`src/sv/indexed_list_engine_assert.svh`:
```
// assertion macros shared by the list engine rtl
// expects signals named clk and rst in the scope of use
`ifndef INDEXED_LIST_ENGINE_ASSERT_SVH
`define INDEXED_LIST_ENGINE_ASSERT_SVH

// condition holds at every edge outside reset
`define ILE_ASSERT_ALWAYS(label, cond, msg) \
  label: assert property (@(posedge clk) disable iff (rst) (cond)) else $error(msg);

// consequent holds in the same cycle as the antecedent
`define ILE_ASSERT_IMPLIES(label, ante, cons, msg) \
  label: assert property (@(posedge clk) disable iff (rst) (ante) |-> (cons)) else $error(msg);

// consequent holds in the cycle after the antecedent
`define ILE_ASSERT_NEXT(label, ante, cons, msg) \
  label: assert property (@(posedge clk) disable iff (rst) (ante) |=> (cons)) else $error(msg);

`endif

```
`src/sv/ile_pkg.sv`:
```
// shared constants for the indexed list engine
// no dependencies
package ile_pkg;

  localparam int DEFAULT_CAPACITY = 64;

  localparam int REQ_W   = 3;
  localparam int POS_W   = 8;
  localparam int VALUE_W = 32;
  localparam int ST_W    = 2;
  localparam int LEN_W   = 7;

  // request codes
  localparam logic [REQ_W-1:0] REQ_READ   = 3'd0;
  localparam logic [REQ_W-1:0] REQ_HEAD   = 3'd1;
  localparam logic [REQ_W-1:0] REQ_TAIL   = 3'd2;
  localparam logic [REQ_W-1:0] REQ_BEFORE = 3'd3;
  localparam logic [REQ_W-1:0] REQ_DELETE = 3'd4;

  // status codes
  localparam logic [ST_W-1:0] ST_DONE   = 2'd0;
  localparam logic [ST_W-1:0] ST_BADPOS = 2'd1;
  localparam logic [ST_W-1:0] ST_FULL   = 2'd2;

endpackage

```
`src/sv/indexed_list_engine.sv`:
```
// indexed list engine: request accepted when start && !busy, one result per request on done
// a refused request or a last-entry delete is answered directly from idle; a read passes
//   through S_READ, an append through S_PUT; an insert or delete shifts entries, one moved per cycle
// busy stays high until the result strobe; a new request is taken in the strobe cycle
// results are strobed for one cycle and cannot be stalled by the receiver
// rst (synchronous) empties the list; stored values are undefined until written
`include "indexed_list_engine_assert.svh"

module indexed_list_engine
  import ile_pkg::*;
#(
  parameter int CAPACITY = DEFAULT_CAPACITY
) (
  input  logic                      clk,
  input  logic                      rst,
  input  logic                      start,
  output logic                      busy,
  input  logic [REQ_W-1:0]          req_type,
  input  logic [POS_W-1:0]          position,
  input  logic signed [VALUE_W-1:0] item_value,
  output logic                      done,
  output logic signed [VALUE_W-1:0] read_value,
  output logic [ST_W-1:0]           status,
  output logic [LEN_W-1:0]          length
);

  // address width of the store, width of the list length, and a compare width
  // that holds both the length and an 8-bit position
  localparam int AW   = (CAPACITY > 1) ? $clog2(CAPACITY) : 1;
  localparam int CW   = $clog2(CAPACITY + 1);
  localparam int CMPW = (CW > POS_W) ? CW : POS_W;

  // sequencer states
  localparam logic [2:0] S_IDLE  = 3'd0;
  localparam logic [2:0] S_READ  = 3'd1;  // read data returning from the store
  localparam logic [2:0] S_UP    = 3'd2;  // shift entries up to open a gap
  localparam logic [2:0] S_DOWN  = 3'd3;  // shift entries down to close a gap
  localparam logic [2:0] S_FLUSH = 3'd4;  // last pending move is written
  localparam logic [2:0] S_PUT   = 3'd5;  // new value written into the gap

  logic [2:0]         state, state_next;
  logic [CW-1:0]      cnt, cnt_next;
  logic [AW-1:0]      cur, cur_next;         // read cursor of the shift walk
  logic [AW-1:0]      slot, slot_next;       // insert position
  logic [AW-1:0]      waddr, waddr_next;     // destination of the pending move
  logic               pend, pend_next;       // a moved value waits to be written
  logic               ins, ins_next;         // walk belongs to an insert
  logic [VALUE_W-1:0] val, val_next;
  logic               done_next;
  logic [VALUE_W-1:0] rv_next;
  logic [ST_W-1:0]    st_next;
  logic [LEN_W-1:0]   len_next;
  logic               fin;

  // store port signals
  logic               mem_we;
  logic [AW-1:0]      mem_waddr;
  logic [VALUE_W-1:0] mem_wdata;
  logic [AW-1:0]      mem_raddr;
  logic [VALUE_W-1:0] mem_rdata;

  // request decode in compare width
  logic [CMPW-1:0] n_ext, pos_ext, pos_p1, slot_sel;
  logic [CW-1:0]   cnt_m1;
  logic            full;

  assign n_ext   = CMPW'(cnt);
  assign pos_ext = CMPW'(position);
  assign pos_p1  = pos_ext + CMPW'(1);
  assign cnt_m1  = cnt - CW'(1);
  assign full    = (cnt == CW'(CAPACITY));

  // where an insert lands: head, tail or the given position
  always_comb begin
    case (req_type)
      REQ_HEAD: slot_sel = '0;
      REQ_TAIL: slot_sel = n_ext;
      default:  slot_sel = pos_ext;
    endcase
  end

  assign busy = (state != S_IDLE);

  always_comb begin
    state_next = state;
    cnt_next   = cnt;
    cur_next   = cur;
    slot_next  = slot;
    waddr_next = waddr;
    pend_next  = pend;
    ins_next   = ins;
    val_next   = val;
    done_next  = 1'b0;
    rv_next    = read_value;
    st_next    = status;
    len_next   = length;
    fin        = 1'b0;
    mem_we     = 1'b0;
    mem_waddr  = waddr;
    mem_wdata  = mem_rdata;
    mem_raddr  = cur;

    case (state)
      S_IDLE: begin
        // a read fetches its entry in the accept cycle
        mem_raddr = pos_ext[AW-1:0];
        if (start) begin
          rv_next  = '0;
          st_next  = ST_DONE;
          val_next = item_value;
          if (req_type == REQ_READ) begin
            if (pos_ext < n_ext) begin
              state_next = S_READ;
            end else begin
              st_next = ST_BADPOS;
              fin     = 1'b1;
            end
          end else if (req_type inside {REQ_HEAD, REQ_TAIL, REQ_BEFORE}) begin
            if (slot_sel > n_ext) begin
              st_next = ST_BADPOS;
              fin     = 1'b1;
            end else if (full) begin
              st_next = ST_FULL;
              fin     = 1'b1;
            end else begin
              ins_next  = 1'b1;
              slot_next = slot_sel[AW-1:0];
              pend_next = 1'b0;
              if (slot_sel == n_ext) begin
                // append: nothing to move
                state_next = S_PUT;
              end else begin
                cur_next   = cnt_m1[AW-1:0];
                state_next = S_UP;
              end
            end
          end else if (req_type == REQ_DELETE) begin
            if (pos_ext < n_ext) begin
              ins_next  = 1'b0;
              pend_next = 1'b0;
              if (pos_p1 < n_ext) begin
                cur_next   = pos_p1[AW-1:0];
                state_next = S_DOWN;
              end else begin
                // last entry dropped: only the length changes
                cnt_next = cnt_m1;
                fin      = 1'b1;
              end
            end else begin
              st_next = ST_BADPOS;
              fin     = 1'b1;
            end
          end else begin
            // unknown request code
            st_next = ST_BADPOS;
            fin     = 1'b1;
          end
        end
      end

      S_READ: begin
        rv_next = mem_rdata;
        fin     = 1'b1;
      end

      S_UP: begin
        // read cur now, write it one place higher next cycle
        mem_we     = pend;
        pend_next  = 1'b1;
        waddr_next = cur + AW'(1);
        if (cur == slot) begin
          state_next = S_FLUSH;
        end else begin
          cur_next = cur - AW'(1);
        end
      end

      S_DOWN: begin
        // read cur now, write it one place lower next cycle
        mem_we     = pend;
        pend_next  = 1'b1;
        waddr_next = cur - AW'(1);
        if (cur == cnt_m1[AW-1:0]) begin
          state_next = S_FLUSH;
        end else begin
          cur_next = cur + AW'(1);
        end
      end

      S_FLUSH: begin
        mem_we    = 1'b1;
        pend_next = 1'b0;
        if (ins) begin
          state_next = S_PUT;
        end else begin
          cnt_next = cnt_m1;
          fin      = 1'b1;
        end
      end

      S_PUT: begin
        mem_we    = 1'b1;
        mem_waddr = slot;
        mem_wdata = val;
        cnt_next  = cnt + CW'(1);
        fin       = 1'b1;
      end

      default: begin
        state_next = S_IDLE;
      end
    endcase

    if (fin) begin
      state_next = S_IDLE;
      done_next  = 1'b1;
      len_next   = LEN_W'(cnt_next);
    end
  end

  // control state
  always_ff @(posedge clk) begin
    if (rst) begin
      state <= S_IDLE;
      cnt   <= '0;
      pend  <= 1'b0;
      done  <= 1'b0;
    end else begin
      state <= state_next;
      cnt   <= cnt_next;
      pend  <= pend_next;
      done  <= done_next;
    end
  end

  // walk registers and result payload
  always_ff @(posedge clk) begin
    cur        <= cur_next;
    slot       <= slot_next;
    waddr      <= waddr_next;
    ins        <= ins_next;
    val        <= val_next;
    read_value <= rv_next;
    status     <= st_next;
    length     <= len_next;
  end

  ile_store #(
    .DEPTH (CAPACITY),
    .AW    (AW)
  ) u_store (
    .clk   (clk),
    .we    (mem_we),
    .waddr (mem_waddr),
    .wdata (mem_wdata),
    .raddr (mem_raddr),
    .rdata (mem_rdata)
  );

  // list length never passes the capacity
  `ILE_ASSERT_ALWAYS(a_cnt_bound, cnt <= CW'(CAPACITY), "list length above capacity")
  // result strobe comes with the engine ready again
  `ILE_ASSERT_IMPLIES(a_done_idle, done, !busy, "result strobed while busy")
  // a full refusal only happens on a full list
  `ILE_ASSERT_IMPLIES(a_full_status, done && status == ST_FULL, full, "full on non-full list")
  // reported length matches the stored length
  `ILE_ASSERT_IMPLIES(a_len_match, done, length == LEN_W'(cnt), "reported length mismatch")
  // an accepted request either answers at once or keeps the engine busy
  `ILE_ASSERT_NEXT(a_accept_progress, start && !busy, busy || done, "request accepted and lost")

endmodule

```
`src/sv/ile_store.sv`:
```
// value store of the list engine: one write port, one registered read port
// depends on ile_pkg
module ile_store
  import ile_pkg::*;
#(
  parameter int DEPTH = DEFAULT_CAPACITY,
  parameter int AW    = $clog2(DEFAULT_CAPACITY)
) (
  input  logic               clk,
  input  logic               we,
  input  logic [AW-1:0]      waddr,
  input  logic [VALUE_W-1:0] wdata,
  input  logic [AW-1:0]      raddr,
  output logic [VALUE_W-1:0] rdata
);

  logic [VALUE_W-1:0] mem [DEPTH];

  always_ff @(posedge clk) begin
    if (we) begin
      mem[waddr] <= wdata;
    end
  end

  always_ff @(posedge clk) begin
    rdata <= mem[raddr];
  end

endmodule

```
`config.mk`:
```
export PLATFORM = sky130hd
export DESIGN_NAME = indexed_list_engine
export DESIGN_NICKNAME = d
export VERILOG_FILES = /design/src/sv/ile_pkg.sv /design/src/sv/indexed_list_engine.sv /design/src/sv/ile_store.sv
export VERILOG_INCLUDE_DIRS = /design/src /design/src/sv
export SDC_FILE = /design/constraint.sdc
export NUM_CORES = 2
export LEC_CHECK = 0
export BUFFER_PORTS_ARGS = -buffer_cell sky130_fd_sc_hd__buf_2
export CORE_UTILIZATION = 35
export DETAILED_ROUTE_END_ITERATION = 8
export SLEW_MARGIN = 20
export SYNTH_ARGS = -nofsm -noshare
export SYNTH_HDL_FRONTEND = slang
export SYNTH_SLANG_ARGS = --single-unit
```
`constraint.sdc`:
```
create_clock -name clk -period 10.6 [get_ports clk]
set_input_delay 2.12 -clock clk [delete_from_list [all_inputs] [get_ports clk]]
set_output_delay 2.12 -clock clk [all_outputs]
set_load 0.02 [all_outputs]
```
==> reports/results.tsv <==
stage	metric	value	unit
place	Buffers on Ports	88	
clocking	CTS tree	done	
setup_path	Max stage delay cell, worst path	or4b_4	
floorplanning	CORE AREA	246000	um2
min_path	worst hold start	pend$_SDFFE_PP0P_	
global_routing	GR Util All Layers	21.4	%
sta	Final Max Tran Viols	0	
sta	minimum clock period	5.99	ns
clocking	# Post-CTS Setup Buffers	0	
global_routing	total gr overflow	0	
floorplanning	die area	250000	um2
place	Placer Congestion	0.862	
finish	synth-to-layout area growth	13.2	%
setup_path	CP arrival	6.72	ns
min_path	Hold EP	pend$_SDFFE_PP0P_	
sta	Tightest Pin Transition	1.25	ns
power	Max VDD drop	157	uV
sta	fin crit share	56.5	%
global_routing	Global Route met1 Usage	29.4	%
detailed_routing	vias per inst	5.83	
sta	clk_skew	0.0365	ns
clocking	clk_lat worst skew	0.86	ns
yosys	post-synth top area cell	edfxtp_1	
yosys	synthesized cell area	86900	um2
setup_path	flop2flop setup slack	5.39	ns
yosys	Yosys Warn Count	0	
power	PwrDens	202	nW/um2
finish	Final #Nets	5728	
yosys	Synth Flop Type	edfxtp_1	
setup_path	kind of critical path	primary input to flop	
place	Area after DPL	91600	um2
clocking	TritonCTS Buffers	206	
detailed_routing	post-route ant nets	0	
setup_path	R2R Path Start	state[0]$_SDFFE_PP0P_	
global_routing	largest net degree at the start of global routing	134	
clocking	CTS Hold Bufs	0	
floorplanning	Top Ports	89	
setup_path	Crit Path Max Fanout	54	
detailed_routing	DR pass1 iterations	7	
yosys	sequential area share after synthesis	74.9	%
sta	unrepaired setup endpoints after global routing	no	
global_routing	GRT Max-Usage Layer	met2	
clocking	Worst-path clk slew	0.06	ns
setup_path	Critical Path Max Stage Delay	0.76	ns
place	hpwl dp	148000	um
sta	Setup Viol. Count Final	0	
clocking	H-tree depth	4	
floorplanning	Die W	500	um
global_routing	first-pass GRT wire length	384000	um
sta	Min Hold Slack	0.534	ns
yosys	post-synthesis register bit count	2184	
detailed_routing	DR iter-0 viols	7556	
global_routing	initial antenna violation count	15	
finish	Core Util, Final	39.9	%
clocking	Num Clock Sinks	2184	
yosys	cells after synthesis	5576	
floorplanning	die height	500	um
setup_path	CP startpoint	position[2]	
sta	Fmax	167	MHz
min_path	hold depth	2	
power	PnR Total Power	19.8	mW
global_routing	GR met3 Demand/Resource	4.29	%
setup_path	crit start category	primary input	
floorplanning	Rows	182	
yosys	Unique masters post-synth	80	
yosys	syn avg cell area	15.6	um2
sta	setup TNS	0	ns
setup_path	CP Cell Sequence	buf_2 -> or4b_4 -> nand2_4 -> buf_4 -> mux2i_1 -> a2111oi_0 -> nor4_1 -> nand4_1 -> a2111o_1	
power	Pleak	31.9	nW
detailed_routing	post-detailed-route wirelength per cell	30.0	um
global_routing	vias in the first global route	50200	
yosys	Mapped Nets	5647	
status	status	complete, but fails checks	
finish	post-route cell area	98400	um2
sta	Slew headroom	14.3	%
clocking	CTS root buf	clkbuf_16	
setup_path	Critical Path RT	11.33	ns
detailed_routing	final wirelength	274000	um
detailed_routing	Vias	53300	
clocking	clk buf depth	3	
sta	final hold vios	0	
yosys	synth top area cells	edfxtp_1 74%, nand2_1 4.0%, mux4_2 3.8%	
yosys	Post-synth ARST share	0	%
global_routing	grt met2 use	33.8	%
min_path	worst min-delay path class	flop to flop	
setup_path	R2R depth	9	
status	violated checks	design-rule violations	
finish	Fill cells	22400	
flow_run	max-cap viol count	0	
floorplanning	Initial Utilization	35.3	%
yosys	EDFF count, synth	2140	
yosys	Yosys top cell area share	73.9	%
finish	ratio of cells with drive above 1 in the final layout	14.3	%
clocking	post-CTS sizing	0	
setup_path	CP Capture Type	flop	
detailed_routing	DRC	2	
setup_path	Critical R2R Capture	u_store.rdata[1]$_DFF_P_	
[through the flow]
stage               setup slack, ns  cells
floorplan                      5.59   5576
global placement               4.01   8760
detailed placement             3.87   8760
CTS                            4.74   9144
global route                   4.52   9146
finish                         4.61   9147
[layout make-up]
type | count | area [um2] | share of cell area, %
Timing Repair Buffer | 242 | 1750 | 1.78
Multi-Input combinational cell | 2998 | 20500 | 20.9
Clock inverter | 99 | 1010 | 1.03
Antenna cell | 2 | 5.00 | 0.00509
Sequential cell | 2184 | 65100 | 66.2
Clock buffer | 285 | 5710 | 5.80
Tap cell | 3312 | 4140 | 4.21
Inverter | 25 | 93.8 | 0.0954
[flip-flops by register name, summed over array words and instances (netlist names), 7 cells and up]
register       cells
u_store.rdata     32
cnt                7
read_value        32
length             7
u_store.mem     2048
val               32
[cells by family after synthesis]
| group | after synthesis | synth area share [%] |
|---|---|---|
| mux | 303 | 5.63 |
| compound gates | 878 | 7.10 |
| flops | 2184 | 74.9 |
| buf+inv | 394 | 2.27 |
| fa+ha+maj | 25 | 0.360 |
| xor+xnor | 35 | 0.400 |
| simple gates | 1757 | 9.29 |
[metal layers]
| metal | wire [um] | share of wire (%) | vias up |
|---|---|---|---|
| met5 | 112 | 0.041 | - |
| met1 | 109000 | 40 | 27700 |
| met4 | 9190 | 3.3 | 6 |
| li1 | - | - | 22000 |
| met2 | 127000 | 46 | 3193 |
| met3 | 29300 | 11 | 455 |
[synth_stat cells (all sizes together) (19+ instances only)]
cell / number
a211oi: 218
a21oi: 153
a221oi: 31
a22oi: 42
a311oi: 45
a31oi: 127
a32oi: 19
and2: 37
and3: 201
buf: 211
clkbuf: 158
dfxtp: 44
edfxtp: 2140
ha: 25
inv: 25
mux2: 36
mux2i: 122
mux4: 145
nand2: 935
nand2b: 25
nand3: 290
nand4: 49
nor2: 118
o2111ai: 37
o21ai: 68
xnor2: 20
[power breakdown]
part	total, mW	switching [mW]	leakage [nW]	internal (mW)
clock	7.40	3.22	3.26	4.18
combinational	2.17	1.67	8.96	0.499
sequential	10.3	0.106	19.7	10.2
total	19.8	4.99	31.9	14.8
[layout by cell type, fill, tap and decap left out, drive strengths merged, types with 31 or more instances in the layout]
master   count
and3       201
mux2        36
a31oi      127
a221oi      31
a22oi       42
inv         34
o2111ai     37
clkbuf     285
nand3      290
and2        37
buf        242
a311oi      45
nand2      935
dfxtp       44
edfxtp    2140
o21ai       68
nor2       118
nand4       49
a21oi      153
a211oi     218
clkinv      63
mux2i      122
mux4       145
[worst max-delay path, delay by kind of cell]
kind | cells | cell delay, ns
muxes | 1 | 0.25
AOI/OAI and AO/OA | 2 | 0.62
buffers and inverters | 2 | 0.88
and+or+nand+nor | 4 | 2.72
[worst max path at each step]
| stage | end | cells past startpoint |
|---|---|---|
| after floorplan | cur[0]$_DFFE_PP_ | 12 |
| after detailed placement | u_store.rdata[13]$_DFF_P_ | 10 |
| after global placement | u_store.rdata[14]$_DFF_P_ | 9 |
| after CTS | u_store.rdata[13]$_DFF_P_ | 10 |
| after global routing | u_store.rdata[13]$_DFF_P_ | 10 |
| final | u_store.rdata[1]$_DFF_P_ | 9 |
(Power assumes the default switching activity.)
